==> src/rtl/legendre_basis_evaluator_top_macros.svh <==
// Assertion macros shared by the Legendre basis evaluator modules
`ifndef LEGENDRE_BASIS_EVALUATOR_TOP_MACROS_SVH
`define LEGENDRE_BASIS_EVALUATOR_TOP_MACROS_SVH
`ifndef SYNTHESIS
`define LBE_ASSERT(lbl, clk, rst, cond, msg) \
  lbl: assert property (@(posedge clk) disable iff (rst) (cond)) else $error(msg);
`define LBE_ASSERT_IMP(lbl, clk, rst, ante, cons, msg) \
  lbl: assert property (@(posedge clk) disable iff (rst) (ante) |-> (cons)) else $error(msg);
`define LBE_ASSERT_NXT(lbl, clk, rst, ante, cons, msg) \
  lbl: assert property (@(posedge clk) disable iff (rst) (ante) |=> (cons)) else $error(msg);
`else
`define LBE_ASSERT(lbl, clk, rst, cond, msg)
`define LBE_ASSERT_IMP(lbl, clk, rst, ante, cons, msg)
`define LBE_ASSERT_NXT(lbl, clk, rst, ante, cons, msg)
`endif
`endif

==> src/rtl/lbe_pkg.sv <==
// Types, constants and tables of the Legendre basis evaluator
`timescale 1ns / 1ps
`default_nettype none
package lbe_pkg;

  localparam int COORD_W   = 32;
  localparam int VAL_W     = 32;
  localparam int ORD_W     = 4;
  localparam int MAX_ORDER = 15;
  localparam int ADDR_W    = 5;
  localparam int DATA_W    = 32;
  localparam int DIV_STEPS = 31;
  localparam int CNT_W     = $clog2(DIV_STEPS);
  localparam int QDEPTH    = 2;
  localparam int QPTR_W    = $clog2(QDEPTH);
  localparam int QCNT_W    = $clog2(QDEPTH + 1);

  localparam logic [VAL_W-1:0] ONE_Q30 = 32'h4000_0000;
  localparam logic [VAL_W-1:0] SAT_MAX = 32'h7FFF_FFFF;
  localparam logic [VAL_W-1:0] SAT_MIN = 32'h8000_0000;

  localparam logic [2:0] REG_X_LOW      = 3'd0;
  localparam logic [2:0] REG_X_HIGH     = 3'd1;
  localparam logic [2:0] REG_Y_LOW      = 3'd2;
  localparam logic [2:0] REG_Y_HIGH     = 3'd3;
  localparam logic [2:0] REG_POLY_ORDER = 3'd4;

  // round(2^30 / i); orders zero and one never use it
  localparam logic [29:0] RECIP [0:MAX_ORDER] = '{
    30'd0,         30'd0,         30'd536870912, 30'd357913941,
    30'd268435456, 30'd214748365, 30'd178956971, 30'd153391689,
    30'd134217728, 30'd119304647, 30'd107374182, 30'd97612893,
    30'd89478485,  30'd82595525,  30'd76695845,  30'd71582788
  };

  typedef struct packed {
    logic                    err;
    logic signed [VAL_W-1:0] u;
    logic [ORD_W-1:0]        n;
  } lbe_item_t;

  typedef enum logic [2:0] {
    F_IDLE,
    F_CHK,
    F_LOAD,
    F_DIV,
    F_PUSH
  } front_state_t;

  typedef enum logic [2:0] {
    B_IDLE,
    B_EMIT,
    B_MUL,
    B_RND,
    B_SUM,
    B_PLO,
    B_PHI,
    B_FIN
  } back_state_t;

endpackage
`default_nettype wire

==> src/rtl/lbe_front.sv <==
// Front end: bounds check and mapping of the coordinate onto [-1,1]
`timescale 1ns / 1ps
`default_nettype none
`include "legendre_basis_evaluator_top_macros.svh"
module lbe_front (
  input  wire logic                            clk,
  input  wire logic                            rst,
  input  wire logic                            push,
  output logic                                 full,
  input  wire logic signed [lbe_pkg::COORD_W-1:0] coordinate,
  input  wire logic                            use_y_axis,
  input  wire logic signed [lbe_pkg::COORD_W-1:0] x_low,
  input  wire logic signed [lbe_pkg::COORD_W-1:0] x_high,
  input  wire logic signed [lbe_pkg::COORD_W-1:0] y_low,
  input  wire logic signed [lbe_pkg::COORD_W-1:0] y_high,
  input  wire logic [lbe_pkg::ORD_W-1:0]       poly_order,
  output logic                                 q_wr,
  output lbe_pkg::lbe_item_t                   q_data,
  input  wire logic                            q_full
);
  import lbe_pkg::*;

  front_state_t state, state_next;

  logic signed [COORD_W-1:0] c_r, lo_r, hi_r;
  logic [ORD_W-1:0]          n_r;
  logic                      err_r;
  logic signed [COORD_W+1:0] num_r;
  logic [COORD_W-1:0]        den;
  logic [COORD_W-1:0]        rem;
  logic [DIV_STEPS-1:0]      dlow;
  logic [DIV_STEPS-1:0]      quo;
  logic [CNT_W-1:0]          cnt;

  logic                      accept;
  logic                      err_chk;
  logic signed [COORD_W+1:0] num_chk;
  logic signed [COORD_W:0]   den_chk;
  logic [COORD_W+1:0]        num_abs;
  logic [62:0]               dividend;
  logic [COORD_W:0]          trial;
  logic                      qbit;
  logic [VAL_W-1:0]          u_val;

  assign accept = push && !full;

  assign err_chk = (hi_r <= lo_r) || (c_r < lo_r) || (c_r > hi_r);
  assign num_chk = (COORD_W+2)'(c_r) + (COORD_W+2)'(c_r) - (COORD_W+2)'(lo_r)
                 - (COORD_W+2)'(hi_r);
  assign den_chk = (COORD_W+1)'(hi_r) - (COORD_W+1)'(lo_r);

  assign num_abs  = num_r[COORD_W+1] ? (COORD_W+2)'(-num_r) : num_r;
  assign dividend = {1'b0, num_abs[COORD_W-1:0], 30'd0} + {32'd0, den[COORD_W-1:1]};

  assign trial = {rem, dlow[DIV_STEPS-1]};
  assign qbit  = (trial >= {1'b0, den});

  assign u_val = num_r[COORD_W+1] ? (32'd0 - {1'b0, quo}) : {1'b0, quo};

  always_comb begin
    state_next = state;
    case (state)
      F_IDLE: if (accept) state_next = F_CHK;
      F_CHK:  state_next = err_chk ? F_PUSH : F_LOAD;
      F_LOAD: state_next = F_DIV;
      F_DIV:  if (cnt == CNT_W'(DIV_STEPS - 1)) state_next = F_PUSH;
      F_PUSH: if (!q_full) state_next = F_IDLE;
      default: state_next = F_IDLE;
    endcase
  end

  always_comb begin
    full   = (state != F_IDLE);
    q_wr   = (state == F_PUSH) && !q_full;
    q_data = '{err: err_r, u: err_r ? '0 : u_val, n: n_r};
  end

  always_ff @(posedge clk) begin
    if (rst) begin
      state <= F_IDLE;
    end else begin
      state <= state_next;
    end
  end

  always_ff @(posedge clk) begin
    case (state)
      F_IDLE: begin
        if (accept) begin
          c_r  <= coordinate;
          lo_r <= use_y_axis ? y_low : x_low;
          hi_r <= use_y_axis ? y_high : x_high;
          n_r  <= (poly_order > MAX_ORDER) ? ORD_W'(MAX_ORDER) : poly_order;
        end
      end
      F_CHK: begin
        err_r <= err_chk;
        num_r <= num_chk;
        den   <= den_chk[COORD_W-1:0];
      end
      F_LOAD: begin
        rem  <= dividend[62:DIV_STEPS];
        dlow <= dividend[DIV_STEPS-1:0];
        quo  <= '0;
        cnt  <= '0;
      end
      F_DIV: begin
        rem  <= qbit ? COORD_W'(trial - {1'b0, den}) : trial[COORD_W-1:0];
        dlow <= {dlow[DIV_STEPS-2:0], 1'b0};
        quo  <= {quo[DIV_STEPS-2:0], qbit};
        cnt  <= cnt + 1'b1;
      end
      default: begin
      end
    endcase
  end

  `LBE_ASSERT_NXT(a_accept_chk, clk, rst, accept, state == F_CHK, "accepted item not checked")
  `LBE_ASSERT_IMP(a_div_rem, clk, rst, state == F_DIV, rem < den, "remainder not below divisor")
  `LBE_ASSERT_IMP(a_u_bound, clk, rst, q_wr && !err_r, quo <= DIV_STEPS'(ONE_Q30), "u beyond one")

endmodule
`default_nettype wire

==> config.mk <==
export PLATFORM = sky130hd
export DESIGN_NAME = lbe_front
export DESIGN_NICKNAME = d
export VERILOG_FILES = /design/src/rtl/lbe_pkg.sv /design/src/rtl/lbe_front.sv
export VERILOG_INCLUDE_DIRS = /design/src /design/src/rtl
export SDC_FILE = /design/constraint.sdc
export NUM_CORES = 1
export LEC_CHECK = 0
export BUFFER_PORTS_ARGS = -buffer_cell sky130_fd_sc_hd__buf_2
export CAP_MARGIN = 20
export CORE_MARGIN = 2
export CORE_UTILIZATION = 30
export CTS_CLUSTER_DIAMETER = 40
export DETAILED_ROUTE_END_ITERATION = 10
export PLACE_DENSITY = 0.51
export SLEW_MARGIN = 20
export SYNTH_ARGS = -nofsm -noshare
export SYNTH_HDL_FRONTEND = slang
export SYNTH_SLANG_ARGS = --single-unit
==> constraint.sdc <==
create_clock -name clk -period 11 [get_ports clk]
set_input_delay 2.2 -clock clk [delete_from_list [all_inputs] [get_ports clk]]
set_output_delay 2.2 -clock clk [all_outputs]
set_load 0.05 [all_outputs]
==> metrics.txt <==
hold path startpoint=dlow[27]$_DFFE_PP_; Async SR Flop Fraction=0%; syn_nets=2389; Rows=95; TritonCTS clock tree=yes; Final Cycle Share=54.7%; GRT Util Overall=14.5%; startpoint types=flop; CTS sink cnt=approximately 270; Yosys reg bits=268; Post-CTS Resized=0; commonest non-fill, non-tap cell in the layout=edfxtp_1; cells on worst reg2reg path=10; CP required=8800 ps; max cap viols=0; syn_area_per_cell=10.2 µm²; H-tree Lvls=2; run status=finished, final reports clean; CP max stage delay=a little over 600 ps; Slew @ Worst Pin=935 ps; Final Hold Fails=0; Max Transition Viols Final=0; Post-synth EDFFs=around 270; CP Max Fanout=7; area of the multi-input gates=between 10000 and 15000 µm²; drt wl/cell=~16 µm; initial antenna violation count=0; number of global-route vias before repair=approximately 16000; setup_tns=0 ps; R2R Path End=den[29]$_DFFE_PN_; post-route minimum period=between 6000 and 7000 ps; Reg area=8020 µm²; Area Overhead vs Synth=17.9%; most numerous cell on the critical path=or4_1; Setup crit end kind=output port; largest net degree at the start of global routing=96; drt drc=0; starting density of the core=30.3%; die height=264 µm; crit-path cells=nor4_1 > nand2_1 > or4_1 > or4_1 > or2_2 > o41ai_1 > xor2_1 > nor2_1 > buf_2; commonest register cell after synthesis=edfxtp_1; Port Buffer Count=just over 200; CTS Buffer Depth=3; Final Setup Violations=0; TritonCTS Buffers=47; FMAX=roughly 170 MHz; Hold Path End=dlow[28]$_DFFE_PP_; slowest CP cell=or4_1; Slew headroom=37.1%; CTS clk-pin slew, worst paths=50 ps; setup slack, reg-to-reg=6660 ps; core area=67000 µm²; dpl hpwl=39700 µm; Root Driver=clkbuf_16; leak pwr=9.80 nW; post-synthesis sequential area ratio=39.5%; Mapped Area=approximately 20000 µm²; Power Density=208 nW/µm²; Antenna diodes=0; skew final=13.5 ps; Worst-Skew Late Latency=580 ps; Crit path arrival time=3820 ps; routed vias/inst=4.95; Nets=2601; I/O pin count=around 210; worst min-delay path class=reg -> reg; drt total wl=approximately 51000 µm; most frequent cells in the layout=265 x edfxtp_1, 207 x buf_2, 197 x ha_1, 156 x inv_1, 154 x nor2_1; DR pass1 iterations=6; Post-Synthesis Cells=1989; Congestion Overflow GR=0; Worst Hold Path Cells=2; critical path type=reg -> out; Detail Route Antenna Nets=0; VDD IR max=0.000123 V; RSZ-0062 raised after global routing=false; Yosys cell types=83; Yosys Warn Count=0; Die Width=264 µm; via count=15400; Cells after DPL=3024; hold_buf cts=0; DR iter-0 viols=836; first-pass GRT wire length=82000 µm; placer congestion estimate=0.887; r2r startpoint=lo_r[4]$_DFFE_PP_; Die Area=69800 µm²; layout cells sized above 1=between 15 and 20%; # fillers=6796; postcts setup bufs=0; Finished Layout Cells=3112
cells by family (layout without fill, tap and decap cells):
family / Yosys count / count (layout) / share of synthesized area, %
DFF: 268 / 268 / 39.5
adders and majority gates: 231 / 231 / 15.5
xor gates and xnor gates: 166 / 166 / 7.16
and+or+nand+nor: 574 / 574 / 14.4
AOI/OAI and AO/OA: 441 / 441 / 14.3
buffers and inverters: 217 / 467 / 4.16
muxes: 92 / 92 / 4.94
routing by layer:
| layer | part of all wire [%] | vias to the layer above | track usage [%] |
|---|---|---|---|
| met5 | 0 | - | 0 |
| met2 | 47 | 325 | 24.3 |
| met3 | 3.8 | 96 | 2.11 |
| li1 | - | 7716 | - |
| met4 | 3.2 | 0 | 5.42 |
| met1 | 46 | 7264 | 18.8 |
synth_stat cells (all sizes together), types with 7 or more instances:
library cell | instances | area, µm²
xnor2 | 85 | 744
a21o | 37 | 278
mux2i | 26 | 260
edfxtp | 265 | 7960
nor4 | 23 | 159
or3 | 16 | 100
buf | 11 | 71.3
nand3 | 27 | 140
xor2 | 81 | 709
nor3 | 45 | 225
o211ai | 8 | 60.1
inv | 156 | 586
or4 | 17 | 139
a21oi | 106 | 531
a22oi | 7 | 52.6
nand2 | 125 | 469
nand2b | 28 | 175
clkbuf | 50 | 188
and2 | 7 | 43.8
a31oi | 17 | 106
o31ai | 21 | 163
a211oi | 13 | 97.6
ha | 197 | 2460
mux2 | 66 | 743
or2 | 10 | 62.6
nor2 | 155 | 582
a221oi | 9 | 78.8
and3 | 46 | 288
nor2b | 27 | 169
o21a | 15 | 113
o21bai | 15 | 113
o21ai | 113 | 566
o41ai | 11 | 104
fa | 34 | 681
nand4 | 22 | 138
a2111oi | 9 | 104
a21boi | 10 | 75.1
critical path: cells and delay by family (launching register included):
family	cells	cell delay (ps)
and+or+nand+nor	6	2040
DFF	1	470
buffers and inverters	1	260
xor gates and xnor gates	1	110
AOI/OAI and AO/OA	1	360
layout make-up:
type,count,area share (%)
clock inverters,34,1.53
flip-flops and latches,268,33.5
clock buffers,53,5.10
inverters,156,2.45
repair buffers,224,4.95
well taps,873,4.57
multi-input cells,1504,47.9
flip-flops by register name, indices dropped and copies added, names as in the netlist:
register and cells:
rem 32, cnt 5, den 32, lo_r 32, err_r 1, c_r 32, quo 31, hi_r 32
num_r 33, n_r 4, state 3, dlow 31
power by group:
group	internal, mW	switching, mW	total, mW
Sequential	1.38	0.118	1.50
Combinational	0.786	1.22	2.00
Clock	0.928	0.542	1.47
worst max path at each step:
stage / depth (start not counted) / endpoint / startpoint
after floorplan: 2 / c_r[0]$_DFFE_PP_ / push
after global placement: 10 / q_data[32] / quo[4]$_SDFFCE_PN0P_
after detailed placement: 9 / q_data[30] / quo[4]$_SDFFCE_PN0P_
after CTS: 9 / q_data[30] / quo[4]$_SDFFCE_PN0P_
after global routing: 10 / q_data[34] / quo[4]$_SDFFCE_PN0P_
final: 9 / q_data[30] / quo[2]$_SDFFCE_PN0P_
through the flow:
stage                     instance area (µm²)  setup slack, ps  hold WS [ps]  power, mW  utilization (%)
after floorplan                         20300             4070           471       3.00                -
after global placement                  22300             5600           497       3.48             33.3
after detailed placement                22300             5540           512       3.51             33.3
after CTS                               23900             4900           525       5.01             35.6
after global routing                    23900             4670           530       5.31             35.7
final                                   23900             4980           521       4.97             35.7
Power figures use the tool's default switching activity.
