**src/rtl/legendre_basis_evaluator_top_macros.svh**
```systemverilog
// Assertion macros shared by the Legendre basis evaluator modules
`ifndef LEGENDRE_BASIS_EVALUATOR_TOP_MACROS_SVH
`define LEGENDRE_BASIS_EVALUATOR_TOP_MACROS_SVH
`ifndef SYNTHESIS
`define LBE_ASSERT(lbl, clk, rst, cond, msg) \
  lbl: assert property (@(posedge clk) disable iff (rst) (cond)) else $error(msg);
`define LBE_ASSERT_IMP(lbl, clk, rst, ante, cons, msg) \
  lbl: assert property (@(posedge clk) disable iff (rst) (ante) |-> (cons)) else $error(msg);
`define LBE_ASSERT_NXT(lbl, clk, rst, ante, cons, msg) \
  lbl: assert property (@(posedge clk) disable iff (rst) (ante) |=> (cons)) else $error(msg);
`else
`define LBE_ASSERT(lbl, clk, rst, cond, msg)
`define LBE_ASSERT_IMP(lbl, clk, rst, ante, cons, msg)
`define LBE_ASSERT_NXT(lbl, clk, rst, ante, cons, msg)
`endif
`endif

```
**src/rtl/lbe_pkg.sv**
```systemverilog
// Types, constants and tables of the Legendre basis evaluator
`timescale 1ns / 1ps
`default_nettype none
package lbe_pkg;

  localparam int COORD_W   = 32;
  localparam int VAL_W     = 32;
  localparam int ORD_W     = 4;
  localparam int MAX_ORDER = 15;
  localparam int ADDR_W    = 5;
  localparam int DATA_W    = 32;
  localparam int DIV_STEPS = 31;
  localparam int CNT_W     = $clog2(DIV_STEPS);
  localparam int QDEPTH    = 2;
  localparam int QPTR_W    = $clog2(QDEPTH);
  localparam int QCNT_W    = $clog2(QDEPTH + 1);

  localparam logic [VAL_W-1:0] ONE_Q30 = 32'h4000_0000;
  localparam logic [VAL_W-1:0] SAT_MAX = 32'h7FFF_FFFF;
  localparam logic [VAL_W-1:0] SAT_MIN = 32'h8000_0000;

  localparam logic [2:0] REG_X_LOW      = 3'd0;
  localparam logic [2:0] REG_X_HIGH     = 3'd1;
  localparam logic [2:0] REG_Y_LOW      = 3'd2;
  localparam logic [2:0] REG_Y_HIGH     = 3'd3;
  localparam logic [2:0] REG_POLY_ORDER = 3'd4;

  // round(2^30 / i); orders zero and one never use it
  localparam logic [29:0] RECIP [0:MAX_ORDER] = '{
    30'd0,         30'd0,         30'd536870912, 30'd357913941,
    30'd268435456, 30'd214748365, 30'd178956971, 30'd153391689,
    30'd134217728, 30'd119304647, 30'd107374182, 30'd97612893,
    30'd89478485,  30'd82595525,  30'd76695845,  30'd71582788
  };

  typedef struct packed {
    logic                    err;
    logic signed [VAL_W-1:0] u;
    logic [ORD_W-1:0]        n;
  } lbe_item_t;

  typedef enum logic [2:0] {
    F_IDLE,
    F_CHK,
    F_LOAD,
    F_DIV,
    F_PUSH
  } front_state_t;

  typedef enum logic [2:0] {
    B_IDLE,
    B_EMIT,
    B_MUL,
    B_RND,
    B_SUM,
    B_PLO,
    B_PHI,
    B_FIN
  } back_state_t;

endpackage
`default_nettype wire

```
**src/rtl/lbe_queue.sv**
```systemverilog
// Short queue of mapped coordinates between front and back
`timescale 1ns / 1ps
`default_nettype none
module lbe_queue (
  input  wire logic               clk,
  input  wire logic               rst,
  input  wire logic               wr_en,
  input  wire lbe_pkg::lbe_item_t wr_data,
  output logic                    full,
  input  wire logic               rd_en,
  output lbe_pkg::lbe_item_t      rd_data,
  output logic                    empty
);
  import lbe_pkg::*;

  lbe_item_t         mem [0:QDEPTH-1];
  logic [QPTR_W-1:0] wr_ptr, rd_ptr;
  logic [QCNT_W-1:0] count;

  assign full    = (count == QCNT_W'(QDEPTH));
  assign empty   = (count == '0);
  assign rd_data = mem[rd_ptr];

  always_ff @(posedge clk) begin
    if (rst) begin
      wr_ptr <= '0;
      rd_ptr <= '0;
      count  <= '0;
    end else begin
      if (wr_en) begin
        wr_ptr <= (wr_ptr == QPTR_W'(QDEPTH - 1)) ? '0 : wr_ptr + 1'b1;
      end
      if (rd_en) begin
        rd_ptr <= (rd_ptr == QPTR_W'(QDEPTH - 1)) ? '0 : rd_ptr + 1'b1;
      end
      if (wr_en && !rd_en) begin
        count <= count + 1'b1;
      end else if (rd_en && !wr_en) begin
        count <= count - 1'b1;
      end
    end
  end

  always_ff @(posedge clk) begin
    if (wr_en) begin
      mem[wr_ptr] <= wr_data;
    end
  end

endmodule
`default_nettype wire

```
**config.mk**
```make
export PLATFORM = sky130hd
export DESIGN_NAME = lbe_queue
export DESIGN_NICKNAME = d
export VERILOG_FILES = /design/src/rtl/legendre_basis_evaluator_top_macros.svh /design/src/rtl/lbe_pkg.sv /design/src/rtl/lbe_queue.sv
export SDC_FILE = /design/constraint.sdc
export NUM_CORES = 1
export LEC_CHECK = 0
export ABC_AREA = 1
export BUFFER_PORTS_ARGS = -buffer_cell sky130_fd_sc_hd__buf_2
export CAP_MARGIN = 20
export CORE_AREA = 2 2 84 86
export DETAILED_ROUTE_END_ITERATION = 16
export DIE_AREA = 0 0 86 88
export GPL_ROUTABILITY_DRIVEN = 0
export GPL_TIMING_DRIVEN = 1
export PLACE_DENSITY_LB_ADDON = 0.3
export SLEW_MARGIN = 20
export SYNTH_ARGS = -nofsm -noshare
export SYNTH_HDL_FRONTEND = slang
export SYNTH_SLANG_ARGS = --single-unit
```
**constraint.sdc**
```tcl
create_clock -name clk -period 2.35 [get_ports clk]
set_input_delay 0.47 -clock clk [delete_from_list [all_inputs] [get_ports clk]]
set_output_delay 0.47 -clock clk [all_outputs]
set_load 0.05 [all_outputs]
```
==> results of run 1 <==
==> area by class of cell <==
class,count,area [sq um]
Clock buffer,10,128
Clock inverter,6,61.3
Fill cell,530,2920
Inverter,9,33.8
Multi-Input combinational cell,56,629
Sequential cell,79,2320
Tap cell,80,100
Timing Repair Buffer,85,453
==> report_power, final <==
part / switching, uW / leakage [uW] / internal (uW)
Combinational: 391 / 0.000685 / 191
Sequential: 21.9 / 0.000736 / 1620
Clock: 458 / 0.0000876 / 485
==> cells in the final DEF, fill, tap and decap left out, drive strengths merged <==
cell type,n
nand2,5
xnor2,1
inv,9
clkinvlp,2
bufinv,1
mux2,37
a21oi,1
dfxtp,5
clkinv,3
edfxtp,74
nand3,1
nand4,1
nor2,7
ha,1
clkbuf,10
o21ai,1
buf,85
nor3,1
==> worst paths after layout <==
check / end / slack (ps) / depth (start not counted)
setup / recovery: rd_data[36] / 260 / 3
hold / removal: mem[0][35] / 320 / 1
setup reg to reg: mem[1][10] / 1000 / 3
hold reg to reg: rd_ptr / 530 / 2
==> sequential cells by signal, indices dropped and copies added (netlist names), named ones only <==
register,flops
count,2
rd_ptr,1
wr_ptr,1
mem,74
==> kinds of logic after synthesis <==
kind of cell	Yosys count	share of synthesized area (%)
DFF	79	76.2
muxes	37	17.4
and+or+nand+nor	15	2.01
buffers and inverters	13	3.45
AOI/OAI and AO/OA	2	0.328
xor gates and xnor gates	1	0.287
adders and majority gates	1	0.410
==> metal layers <==
layer,vias to the layer above,share of wire [%]
li1,739,-
met2,50,51
met3,9,6.9
met1,721,40
met5,-,0
met4,0,2.1
==> metrics by stage <==
| step | setup WS, ps | total power, uW | instance area [sq um] | std cells |
|---|---|---|---|---|
| 3_3_place_gp | 581 | 2260 | 3540 | 309 |
| 3_5_place_dp | 583 | 2270 | 3540 | 309 |
| 5_1_grt | 172 | 3300 | 3730 | 325 |
| 4_1_cts | 204 | 3210 | 3730 | 325 |
| 2_1_floorplan | 483 | 2150 | 3050 | 148 |
| 6_report | 256 | 3170 | 3730 | 325 |
==> critical path: cells and delay by family, from the launching register on <==
kind / cells / cell delay, ps
flip-flops: 1 / 330
buffers and inverters: 2 / 570
multiplexers: 1 / 390
==> metrics.md, run 1 <==
| Metric | Value |
|---|---|
| Hold slack | `315 ps` |
| Antenna violations before repair | `0` |
| Data required, critical path | `1880 ps` |
| Global-route wire length before repair | `7.13 mm` |
| Clock skew | `8.17 ps` |
| CP endpoint kind | `output pin` |
| M1 GR Usage | `14.6%` |
| Most frequent cell after synthesis | `edfxtp_1` |
| Critical Path AT | `1620 ps` |
| Leak Pwr | `0.00151 uW` |
| Initial drt markers | `92` |
| Met3 GRT Util | `4.81%` |
| Antenna diodes | `0` |
| TritonCTS clock tree | `done` |
| CTS max path bufs | `2` |
| Worst-skew pair later-pin latency | `340 ps` |
| Die area | `0.00757 sq mm` |
| Met2 Use GR | `21.8%` |
| Final Hold Vio Count | `0` |
| Drt pass-1 iters | `4` |
| Die Y | `88 um` |
| Wirelength, routed | `4.81 mm` |
| Clock root cell | `clkbuf_8` |
| # IOs | `80` |
| Post-layout nets | `282` |
| Synth top area cells | `edfxtp_1 (73%), mux2_4 (15%), dfxtp_1 (3.3%)` |
| Setup-failing EPs final | `0` |
| Total core area | `0.00664 sq mm` |
| Crit path kind | `reg -> out` |
| Post-synth EDFFs | `74` |
| Share of the synthesized area in the top cell type | `72.9%` |
| Synthesized instance count | `148` |
| Max cap viols | `0` |
| Layout area overhead | `22.3%` |
| Clock Sinks | `79` |
| Netlist cell types | `16` |
| CP max-delay cell | `mux2_2` |
| Reg2Reg Launch Point | `wr_ptr` |
| Outcome | `complete, no violations` |
| Largest area contributor in the netlist | `edfxtp_1` |
| All-layer global routing usage | `13.1%` |
| Final min period | `2090 ps` |
| Core Util, Final | `56.1%` |
| Top Usage Layer GRT | `met2` |
| Worst VDD drop | `0.394 mV` |
| Residual DRC | `0` |
| Unrepaired setup endpoints after global routing | `no` |
| DR vias | `1519` |
| Max stage delay on crit path | `390 ps` |
| Asr flop ratio synth | `0%` |
| Worst path cell trace | `buf_4 -> mux2_2 -> buf_2` |
| Total global routing overflow | `0` |
| CTS hold repair buffers | `0` |
| Die width | `86 um` |
| WL per Instance | `14.8 um` |
| Tcrit/Tclk final | `89.1%` |
| Worst slew pin tran | `449 ps` |
| Relative slew slack | `70.0%` |
| Initial Utilization | `45.9%` |
| Pwr/cell area | `850 mW/mm^2` |
| Startpoint Class | `register` |
| Post-synthesis sequential area ratio | `76.2%` |
| Port Buf Inserts | `79` |
| Largest net degree at the start of global routing | `24` |
| Most frequent cells after synthesis | `edfxtp_1 (74), mux2_4 (30), inv_1 (9), mux2_2 (7), nor2_1 (7)` |
| CTS Buf Count | `9` |
| Row cnt | `30` |
| Post-DRT Antenna Nets | `0` |
| Setup TNS | `0 ps` |
| Prevailing post-synth register cell | `edfxtp_1` |
| Pins Over Slew Limit | `0` |
| Layout cell share with drive strength beyond 1 | `55.9%` |
| Vias per std cell | `4.67` |
| Yosys warns | `0` |
| Max Freq | `477 MHz` |
| H-tree levels | `3` |
| Post-DP HPWL | `3.30 mm` |
| #FFs+latches synth | `79` |
| HP Start | `wr_data[35]` |
| PostCTS Resize Cnt | `0` |
| Cell Area, Synth | `0.00305 sq mm` |
| Reg clk slew, reported paths | `80 ps` |
| Post-Syn Area per Cell | `20.6 sq um` |
| CP max FO | `23` |
| Net Count, Synth | `190` |
| Vias in the first global route | `1502` |
| Post-CTS setup buffers | `0` |
| Hold Path Class | `in -> reg` |
No activity file was read; power rests on OpenSTA's default activity.
==> run 2, diff against run 1 <==
--- a/config.mk
+++ b/config.mk
@@ -14,6 +14,7 @@
 export GPL_ROUTABILITY_DRIVEN = 0
 export GPL_TIMING_DRIVEN = 1
 export PLACE_DENSITY_LB_ADDON = 0.3
+export REMOVE_ABC_BUFFERS = 1
 export SLEW_MARGIN = 20
 export SYNTH_ARGS = -nofsm -noshare
 export SYNTH_HDL_FRONTEND = slang
==> constraint.sdc (replaced) <==
create_clock -name clk -period 1.9 [get_ports clk]
set_input_delay 0.38 -clock clk [delete_from_list [all_inputs] [get_ports clk]]
set_output_delay 0.38 -clock clk [all_outputs]
set_load 0.05 [all_outputs]
==> metrics.md, run 2 (synthesized netlist as in run 1, its figures left out) <==
| Metric | Value |
|---|---|
| WL per Instance | `14.8 um (about the same)` |
| Worst-skew pair later-pin latency | `330 ps (was 340 ps)` |
| Row cnt | `30 (unchanged)` |
| Setup-failing EPs final | `0 (unchanged)` |
| Pwr/cell area | `1080 mW/mm^2 (was 850 mW/mm^2)` |
| Die area | `0.00757 sq mm (unchanged)` |
| Residual DRC | `0 (unchanged)` |
| Unrepaired setup endpoints after global routing | `yes (was no)` |
| Commonest non-fill, non-tap cell in the layout | `buf_2 (unchanged)` |
| Largest net degree at the start of global routing | `24 (unchanged)` |
| Most flop-heavy register | `mem (unchanged)` |
| Wirelength, routed | `4.84 mm (was 4.81 mm)` |
| Port Buf Inserts | `79 (unchanged)` |
| Clock skew | `5.90 ps (was 8.17 ps)` |
| Reg clk slew, reported paths | `70 ps (was 80 ps)` |
| Placed insts | `310 (was 309)` |
| Post-layout total power | `4040 uW (was 3170 uW)` |
| Post-CTS setup buffers | `0 (unchanged)` |
| Post-route cell area | `0.00374 sq mm (was 0.00373 sq mm)` |
| CP max-delay cell | `dfxtp_2 (was mux2_2)` |
| Slack of the critical path | `52.7 ps (was 256 ps)` |
| Commonest cells after routing, fill and taps aside | `buf_2 (79), edfxtp_1 (74), mux2_4 (30), clkbuf_8 (9), inv_1 (8) (was buf_2 (79), edfxtp_1 (74), mux2_4 (30), inv_1 (9), clkbuf_8 (9))` |
| Leak Pwr | `0.00152 uW (was 0.00151 uW)` |
| All-layer global routing usage | `13.6% (was 13.1%)` |
| Worst path cell trace | `buf_4 -> mux2_4 -> buf_2 (was buf_4 -> mux2_2 -> buf_2)` |
| CTS hold repair buffers | `0 (unchanged)` |
| CTS Buf Count | `9 (unchanged)` |
| TritonCTS clock tree | `done (unchanged)` |
| Final Hold Vio Count | `0 (unchanged)` |
| H-tree levels | `3 (unchanged)` |
| Final min period | `1850 ps` |
| Max Freq | `541 MHz` |
| Data required, critical path | `1520 ps (was 1880 ps)` |
| Fillers | `550 (was 530)` |
| Relative slew slack | `78.0% (was 70.0%)` |
| Vias per std cell | `4.73 (was 4.67)` |
| Total core area | `0.00664 sq mm (unchanged)` |
| Layout cell share with drive strength beyond 1 | `56.1% (was 55.9%)` |
| Antenna violations before repair | `0 (unchanged)` |
| HP Start | `wr_data[1] (was wr_data[35])` |
| Post-layout nets | `283 (was 282)` |
| Antenna diodes | `0 (unchanged)` |
| Layout area overhead | `22.8% (was 22.3%)` |
| Startpoint Class | `register (unchanged)` |
| Die Y | `88 um (unchanged)` |
| Post-DRT Antenna Nets | `0 (unchanged)` |
| Max stage delay on crit path | `350 ps (was 390 ps)` |
| Clock root cell | `clkbuf_8 (unchanged)` |
| Tcrit/Tclk final | `97.2%` |
| Pins Over Slew Limit | `0 (unchanged)` |
| Global-route wire length before repair | `7.46 mm (was 7.13 mm)` |
| Biggest regs | `mem x74, count x2 (unchanged)` |
| CP endpoint kind | `output pin (unchanged)` |
| Area after DPL | `0.00353 sq mm (was 0.00354 sq mm)` |
| Outcome | `complete, no violations (unchanged)` |
| Vias in the first global route | `1566 (was 1502)` |
| Pre-CTS setup slack | `318 ps (was 583 ps)` |
| Hold Path Class | `in -> reg (unchanged)` |
| Crit path buffers/inverters | `2 (unchanged)` |
| Drt pass-1 iters | `4 (unchanged)` |
| CP max FO | `11 (was 23)` |
| Reg2Reg Launch Point | `wr_ptr (unchanged)` |
| Cell family with most CP delay | `buffers and inverters (unchanged)` |
| Worst slew pin tran | `330 ps (was 449 ps)` |
| DR vias | `1543 (was 1519)` |
| Die width | `86 um (unchanged)` |
| Clock Sinks | `79 (unchanged)` |
| Crit path kind | `reg -> out (unchanged)` |
| # IOs | `80 (unchanged)` |
| Max cap viols | `0 (unchanged)` |
| Critical Path AT | `1470 ps (was 1620 ps)` |
| Worst VDD drop | `0.444 mV (was 0.394 mV)` |
| Total global routing overflow | `0 (unchanged)` |
| Max reg flops | `74 (unchanged)` |
| Initial drt markers | `55 (was 92)` |
| Initial Utilization | `45.9% (unchanged)` |
| Non-Filler Instances | `326 (was 325)` |
| CTS max path bufs | `2 (unchanged)` |
| Post-DP HPWL | `3.28 mm (was 3.30 mm)` |
[run 2: cell count changes in the layout (fill, tap and decap cells not counted), sizes merged]
cell      previous run  this run
inv                  9         8
bufinv               1         2
clkinvlp             2         0
clkbuf              10        12
buf                 85        86
[run 2: report_power, final]
group | internal (uW) | leakage, uW | switching, uW
clock | 738 | 0.000104 | 549
sequential | 2010 | 0.000736 | 27.2
combinational | 238 | 0.000681 | 483
total | 2980 | 0.00152 | 1060
[run 2: final timing paths]
kind / slack [ps] / endpoint / cells after the start
max reg2reg: 790 / mem[1][2] / 3
max: 50 / rd_data[7] / 3
min reg2reg: 520 / rd_ptr / 2
min: 230 / mem[1][1] / 1
[run 2: layout make-up]
type	count	area (sq um)	area share, %
sequential	79	2320	62.1
multi-input combinational	56	629	16.8
timing repair buffer	86	452	12.1
clock buffer	12	135	3.61
tap	80	100	2.67
clock inverter	4	70.1	1.87
inverter	9	33.8	0.902
[run 2: timing repair]
action / in CTS / in global routing
endpoints found under the setup margin: 16 / 28
gates resized for setup: 1 / 0
endpoints found under the hold margin: 0 / 0
[run 2: layer usage]
metal / routed length (um) / track usage (%) / vias to the layer above
met5: 0 / 0 / -
met4: 21 / 6.49 / 0
met3: 376 / 5.94 / 2
met2: 2370 / 22.1 / 58
met1: 2060 / 15.6 / 743
li1: - / - / 740
[run 2: metrics by stage]
step / TNS, ps / hold slack (ps) / util (%)
floorplan: -34550 / 452 / -
global placement: 0 / 498 / 53.2
detailed placement: 0 / 503 / 53.2
CTS: 0 / 209 / 56.3
global route: -610 / 204 / 56.3
finish: 0 / 230 / 56.3
[run 2: worst reg2reg max path: cells and delay by family, from the launching register on]
kind	cells	cell delay (ps)
AND/OR/NAND/NOR	1	70
buffers and inverters	2	330
flip-flops	1	390
